[src/sv/utf8d_pkg.sv]
// utf8d_pkg: shared types and constants for the UTF-8 stream decoder.
// No dependencies; used by utf8d_rsp_if, utf8d_step and the top level.
package utf8d_pkg;

   localparam int MaxSeqBytes = 4;
   localparam int CpWidth     = 21;

   typedef enum logic [2:0] {
      ERR_OK     = 3'd0,
      ERR_STRAY  = 3'd1,
      ERR_FOLLOW = 3'd2,
      ERR_LONG   = 3'd3,
      ERR_TRUNC  = 3'd4
   } err_type;

   typedef struct packed {
      logic                has_result;
      logic [CpWidth-1:0]  code_point;
      err_type             error_code;
      logic [CpWidth-1:0]  partial_in;
      logic [1:0]          pending_in;
   } step_type;

endpackage

[src/sv/utf8d_step.sv]
// utf8d_step: one decode step, byte plus current state to result and next state.
// Purely combinational; depends on utf8d_pkg.
module utf8d_step
   import utf8d_pkg::*;
(
   input  logic [7:0]         data_byte,
   input  logic               stream_end,
   input  logic [CpWidth-1:0] partial_ff,
   input  logic [1:0]         pending_ff,
   output step_type           step
);

   logic [CpWidth-1:0] merged;

   assign merged = {partial_ff[CpWidth-7:0], data_byte[5:0]};

   always_comb begin
      step            = '0;
      step.error_code = ERR_OK;
      step.partial_in = partial_ff;
      step.pending_in = pending_ff;
      if (pending_ff == 2'd0) begin
         if (!stream_end) begin
            case (data_byte) inside
               8'b0???????: begin
                  step.has_result = 1'b1;
                  step.code_point = CpWidth'(data_byte);
               end
               8'b10??????: begin
                  step.has_result = 1'b1;
                  step.error_code = ERR_STRAY;
                  step.partial_in = '0;
               end
               8'b110?????: begin
                  step.partial_in = CpWidth'(data_byte[4:0]);
                  step.pending_in = 2'd1;
               end
               8'b1110????: begin
                  if (MaxSeqBytes >= 3) begin
                     step.partial_in = CpWidth'(data_byte[3:0]);
                     step.pending_in = 2'd2;
                  end else begin
                     step.has_result = 1'b1;
                     step.error_code = ERR_LONG;
                     step.partial_in = '0;
                  end
               end
               8'b11110???: begin
                  if (MaxSeqBytes >= 4) begin
                     step.partial_in = CpWidth'(data_byte[2:0]);
                     step.pending_in = 2'd3;
                  end else begin
                     step.has_result = 1'b1;
                     step.error_code = ERR_LONG;
                     step.partial_in = '0;
                  end
               end
               default: begin
                  step.has_result = 1'b1;
                  step.error_code = ERR_LONG;
                  step.partial_in = '0;
               end
            endcase
         end
      end else if (stream_end) begin
         step.has_result = 1'b1;
         step.error_code = ERR_TRUNC;
         step.partial_in = '0;
         step.pending_in = 2'd0;
      end else if (data_byte[7:6] != 2'b10) begin
         step.has_result = 1'b1;
         step.error_code = ERR_FOLLOW;
         step.partial_in = '0;
         step.pending_in = 2'd0;
      end else begin
         step.pending_in = pending_ff - 2'd1;
         if (pending_ff == 2'd1) begin
            step.has_result = 1'b1;
            step.code_point = merged;
            step.partial_in = '0;
         end else begin
            step.partial_in = merged;
         end
      end
   end

endmodule

[config.mk]
export PLATFORM = sky130hd
export DESIGN_NAME = utf8d_step
export DESIGN_NICKNAME = d
export VERILOG_FILES = /design/src/sv/utf8d_pkg.sv /design/src/sv/utf8d_step.sv
export SDC_FILE = /design/constraint.sdc
export NUM_CORES = 1
export LEC_CHECK = 0
export ABC_AREA = 1
export ABC_CLOCK_PERIOD_IN_PS = 3700
export BUFFER_PORTS_ARGS = -buffer_cell sky130_fd_sc_hd__buf_2
export CAP_MARGIN = 20
export CORE_ASPECT_RATIO = 0.7
export CORE_UTILIZATION = 41
export DETAILED_ROUTE_END_ITERATION = 8
export PLACE_DENSITY = 0.91
export SETUP_SLACK_MARGIN = 0.02
export SLEW_MARGIN = 20
export SYNTH_ARGS = -nofsm -noshare
export SYNTH_HDL_FRONTEND = slang
export SYNTH_SLANG_ARGS = --single-unit
[constraint.sdc]
create_clock -name vclk -period 3.7
set_input_delay 0.555 -clock vclk [all_inputs]
set_output_delay 0.555 -clock vclk [all_outputs]
set_load 0.01 [all_outputs]
==> results.json, run 1 <==
{
  "outcome": "complete, no violations",
  "ctsHoldBuffers": 0,
  "cp_common_cell": "nand2_1",
  "grt_pass1_vias": 954,
  "required_ps": 3140,
  "endpoint_kind": "output port",
  "power.leakage_nw": 0.773,
  "io_buffers": 80,
  "vias_per_cell": 5.30,
  "worstHoldPathType": "input pin to output port",
  "seq_power_share": 0,
  "synthesis.area_sq_um": 791,
  "maxSlewHeadroom": 0.597,
  "intPower_mw": 0.0447,
  "setup_viol": 0,
  "cp_cell_sequence": "buf_2 -> inv_1 -> nand2_1 -> nand2_1 -> clkinv_1 -> nand2_1 -> nand3_1 -> buf_2",
  "track_usage": 0.272,
  "tightest_slew_ps": 603,
  "io_pins": 80,
  "dp_hpwl_mm": 2.58,
  "drc": 0,
  "drtIter0Drc": 64,
  "synth_top_cell_by_area": "nand2_1",
  "die_w_um": 54.5,
  "p_clk_frac": 0,
  "comb_power_share": 1.000,
  "cts_setup_buffers": 0,
  "utilization": 0.698,
  "num_vias": 1299,
  "postRouteAntennaNets": 0,
  "placed_cells_incl_taps": 245,
  "max_freq_mhz": 343,
  "nClkBuffers": 0,
  "coreArea_sq_mm": 0.00170,
  "synthTopCellsByArea": "nand2_1 (17%), o22ai_2 (14%), inv_1 (13%)",
  "rows": 12,
  "fin_tns_setup_ps": 0,
  "fin_cells": 245,
  "overflow": 0,
  "grt_pass1_wl_mm": 4.26,
  "wire_per_inst_um": 12.8,
  "fin_crit_sh": 0.788,
  "finalWorstSetupSlack_ps": 785,
  "fin_area_sq_mm": 0.00118,
  "yosys_warnings": 0,
  "initial_core_util": 0.466,
  "rsz0062_at_grt": "false",
  "die-area_sq_mm": 0.00211,
  "dr.pass1.iters": 5,
  "placed_cell_area_sq_mm": 0.00118,
  "antenna_cells": 0,
  "min_from": "partial_ff[20]",
  "postSynthAreaPerCell_sq_um": 5.27,
  "area_delta_synth_final_pct": 49.8,
  "syn_inst": 150,
  "seq_cells": 0,
  "pre_cts_ws_ps": 831,
  "critPathMaxFanout": 13,
  "slowest_stage": "nand2_1",
  "switching_share": 0.621,
  "path_class": "input pin to output port",
  "startpoint_type": "input pin",
  "p_total_mw": 0.118,
  "max-cap-violations": 0,
  "arrival_ps": 2360,
  "syn_nets": 184,
  "fin_nets": 260,
  "drv_slew": 0,
  "whs_ps": 1400,
  "ff_latch_area_sq_um": 0,
  "power_density_mw_per_mm2": 99.6,
  "max_stage_delay_ps": 480,
  "ys_seq_area_frac": 0,
  "period_needed_ps": 2920,
  "ys_types": 26,
  "netlist.area_leader.share": 0.171,
  "finalHoldViolCount": 0,
  "die_y_um": 38.7,
  "drt_wl_total_mm": 3.12,
  "switching_power_mw": 0.0733,
  "grt_start_max_net_pins": 27,
  "holdPathEnd": "step[22]",
  "drive_gt1_frac": 0.433,
  "vdd_drop_max_uv": 61.8,
  "ctsResizeCount": 0,
  "worstHoldPathCells": 4,
  "gp_congestion": 0.924,
  "antenna_found_initial": 0
}
[layout make-up]
| class | instances | area, sq um |
|---|---|---|
| Timing Repair Buffer | 81 | 408 |
| Multi-Input combinational cell | 112 | 634 |
| Tap cell | 21 | 26.3 |
| Fill cell | 173 | 512 |
| Inverter | 31 | 116 |
[power groups by stage]
stage	Sequential [mW]	Clock, mW	Combinational (mW)
6_report	0	0	0.118
5_1_grt	0	0	0.130
4_1_cts	0	0	0.117
3_5_place_dp	0	0	0.116
3_3_place_gp	0	0	0.115
2_1_floorplan	0	0	0.0680
[per-layer routing]
metal  GRT usage  part of all wire
met5           0                 0
met4      0.0256            0.0045
met3      0.0196             0.097
met2       0.439              0.45
met1       0.399              0.44
[worst max-delay path: cells and delay by family]
kind	cells	cell delay, ps
buf+inv	4	930
simple gates	4	860
[how the worst max path moves through the flow]
stage,startpoint,to,slack [ps]
5_1_grt,stream_end,step[21],590
4_1_cts,stream_end,step[2],830
6_report,stream_end,step[4],780
3_5_place_dp,stream_end,step[2],830
3_3_place_gp,stream_end,step[20],950
2_1_floorplan,pending_ff[1],step[8],1610
[synthesized netlist by cell type]
library cell,instances
o22ai_1,2
a31oi_1,1
clkinv_1,1
ha_1,2
inv_2,2
nor2_1,11
nand2_4,1
o22ai_2,9
nand3_2,1
o21ai_0,7
nand2_2,1
o32ai_1,1
o21bai_1,1
nand4_1,1
nand3b_1,1
nand2_1,36
o21ai_2,1
a21oi_1,4
nor3_1,20
o211ai_1,2
nor2_8,1
nand3_1,9
inv_1,28
buf_6,1
clkbuf_1,1
buf_2,5
[placed cells by master (no fill, tap or decap), drive strengths merged]
master  netlist  final
nor3         20     20
o32ai         1      1
o22ai        11     11
nand3b        1      1
a21oi         4      4
buf           6     81
nand4         1      1
nand3        10     10
o211ai        2      2
ha            2      2
o21bai        1      1
nor2         12     12
nand2        38     38
o21ai         8      8
inv          30     30
a31oi         1      1
clkinv        1      1
[cell families (layout without fill, tap and decap cells)]
group | count (synthesis) | in the layout | share of synthesized area
simple gates | 82 | 82 | 0.484
buf+inv | 38 | 112 | 0.198
compound gates | 28 | 28 | 0.286
fa+ha+maj | 2 | 2 | 0.0316
No activity file was read; power rests on OpenSTA's default activity.
==> inputs of run 2 (changes only) <==
--- a/config.mk
+++ b/config.mk
@@ -5,14 +5,14 @@
 export SDC_FILE = /design/constraint.sdc
 export NUM_CORES = 1
 export LEC_CHECK = 0
-export ABC_AREA = 1
-export ABC_CLOCK_PERIOD_IN_PS = 3700
+export ABC_AREA = 0
+export ABC_CLOCK_PERIOD_IN_PS = 2300
 export BUFFER_PORTS_ARGS = -buffer_cell sky130_fd_sc_hd__buf_2
 export CAP_MARGIN = 20
 export CORE_ASPECT_RATIO = 0.7
-export CORE_UTILIZATION = 41
+export CORE_UTILIZATION = 31
 export DETAILED_ROUTE_END_ITERATION = 8
-export PLACE_DENSITY = 0.91
+export PLACE_DENSITY = 0.8
 export SETUP_SLACK_MARGIN = 0.02
 export SLEW_MARGIN = 20
 export SYNTH_ARGS = -nofsm -noshare
==> constraint.sdc (replaced) <==
create_clock -name vclk -period 2.3
set_input_delay 0.345 -clock vclk [all_inputs]
set_output_delay 0.345 -clock vclk [all_outputs]
set_load 0.01 [all_outputs]
==> run 2 against run 1 <==
The run now ends with design-rule violations left. Non-clock buffer count up 10. Wire length down 2.2%. Utilization down 11 points. Total power up 58%. Final cell count down 19%. Highest routed layer unchanged. Critical path type unchanged. Global-route usage down 5.9 points. Synthesized cell count down 39%. Sequential share of layout area unchanged. Synthesized area down 18%. Via count down 15%.
==> results.json, run 2 <==
{
  "grt_start_max_net_pins": 22,
  "drtIter0Drc": 44,
  "synthesis.area_sq_um": 652,
  "syn_inst": 92,
  "ctsHoldBuffers": 0,
  "vdd_drop_max_uv": 87.7,
  "max-cap-violations": 0,
  "arrival_ps": 1880,
  "drt_wl_total_mm": 3.05,
  "io_buffers": 80,
  "synth_top_cell_by_area": "a22o_1",
  "final_common_cell": "buf_2",
  "finalHoldViolCount": 0,
  "layout_common_cells": "buf_2 (80), and2_1 (21), a22o_1 (20)",
  "overflow": 0,
  "yosys_warnings": 0,
  "io_pins": 80,
  "vias_per_cell": 5.60,
  "seq_cells": 0,
  "power.leakage_nw": 0.687,
  "track_usage": 0.213,
  "startpoint_type": "input pin",
  "worstHoldPathType": "input pin to output port",
  "rsz0062_at_grt": "false",
  "die_y_um": 40.4,
  "fin_tns_setup_ps": 0,
  "antenna_cells": 0,
  "ff_latch_area_sq_um": 0,
  "setup_viol": 0,
  "area_delta_synth_final_pct": 73.7,
  "violations": "design-rule violations",
  "synth.most_common_cell": "and2_1",
  "synthTopCellsByArea": "a22o_1 (27%), and2_1 (20%), ha_1 (3.8%)",
  "cts_setup_buffers": 0,
  "die-area_sq_mm": 0.00229,
  "tightest_slew_ps": 446,
  "ys_seq_area_frac": 0,
  "maxSlewHeadroom": 0.702,
  "max_freq_mhz": 449,
  "postSynthAreaPerCell_sq_um": 7.09,
  "initial_core_util": 0.340,
  "period_needed_ps": 2230,
  "postRouteAntennaNets": 0,
  "drive_gt1_frac": 0.551,
  "grt_pass1_wl_mm": 3.87,
  "ys_types": 30,
  "coreArea_sq_mm": 0.00192,
  "endpoint_kind": "output port",
  "drv_slew": 0,
  "grt_pass1_vias": 851,
  "ys_top_cells_by_count": "and2_1 (21), a22o_1 (20), inv_1 (5), nor2_1 (5), nand2_1 (4)",
  "syn_nets": 126,
  "outcome": "finished, violations left",
  "power_density_mw_per_mm2": 164,
  "fin_crit_sh": 0.968,
  "wire_per_inst_um": 15.4,
  "dr.pass1.iters": 6,
  "die_w_um": 56.8,
  "antenna_found_initial": 0,
  "critPathMaxFanout": 8,
  "num_vias": 1108,
  "fin_nets": 212,
  "gp_congestion": 0.894,
  "required_ps": 1960,
  "rows": 13,
  "netlist.area_leader.share": 0.269,
  "path_class": "input pin to output port",
  "drc": 4,
  "dp_hpwl_mm": 2.47,
  "nClkBuffers": 0,
  "p_total_mw": 0.186
}
[run 2: cell type report]
type / instances / area [sq um]
timing repair buffer: 91 / 483
inverter: 5 / 18.8
tap: 22 / 27.5
multi-input combinational: 80 / 603
fill: 198 / 787
[run 2: worst paths after layout]
kind	start	end	slack (ps)	cells after the start
worst max-delay path	pending_ff[1]	step[20]	70	7
worst min-delay path	partial_ff[20]	step[22]	990	3
[run 2: what timing repair did]
item | in CTS | in global routing
gates cloned | 0 | 1
gates resized for setup | 1 | 2
endpoints found under the setup margin | 21 | 26
pin swaps | 0 | 1
[run 2: critical path: stages]
cell    delay (ps)
buf_2           90
inv_1           50
ha_1           240
or4b_4         590
nor2_4         250
a22o_1         180
buf_2          130
[run 2: cells by family (layout without fill, tap and decap cells)]
logic type / after synthesis / in the layout / share of synthesized area
buffers and inverters: 13 / 96 / 0.109
AND/OR/NAND/NOR: 42 / 43 / 0.415
AO/OA/AOI/OAI: 35 / 35 / 0.438
adder cells (fa/ha/maj): 2 / 2 / 0.0384
[run 2: power by group]
part | leakage (nW) | switching [mW] | internal, mW
Clock | 0 | 0 | 0
Combinational | 0.687 | 0.0998 | 0.0864
Sequential | 0 | 0 | 0
Total | 0.687 | 0.0998 | 0.0864
[run 2: per-stage QoR]
stage / utilization / hold WS [ps] / area (sq um) / instances / worst slack, ps
6_report: 0.590 / 992 / 1130 / 198 / 74.2
5_1_grt: 0.590 / 1010 / 1130 / 198 / 25.9
4_1_cts: 0.580 / 990 / 1110 / 197 / 65.5
3_5_place_dp: 0.578 / 990 / 1110 / 197 / -208
3_3_place_gp: 0.578 / 989 / 1110 / 197 / -90.8
2_1_floorplan: - / 774 / 652 / 92 / 392
[run 2: metal layers]
metal | share of wire | global-route usage | vias to the layer above | wire length [um]
met1 | 0.40 | 0.275 | 538 | 1210
met3 | 0.066 | 0.0290 | 4 | 203
met5 | 0 | 0 | - | 0
met4 | 0.0088 | 0.0549 | 0 | 27
li1 | - | - | 519 | -
met2 | 0.53 | 0.387 | 47 | 1610
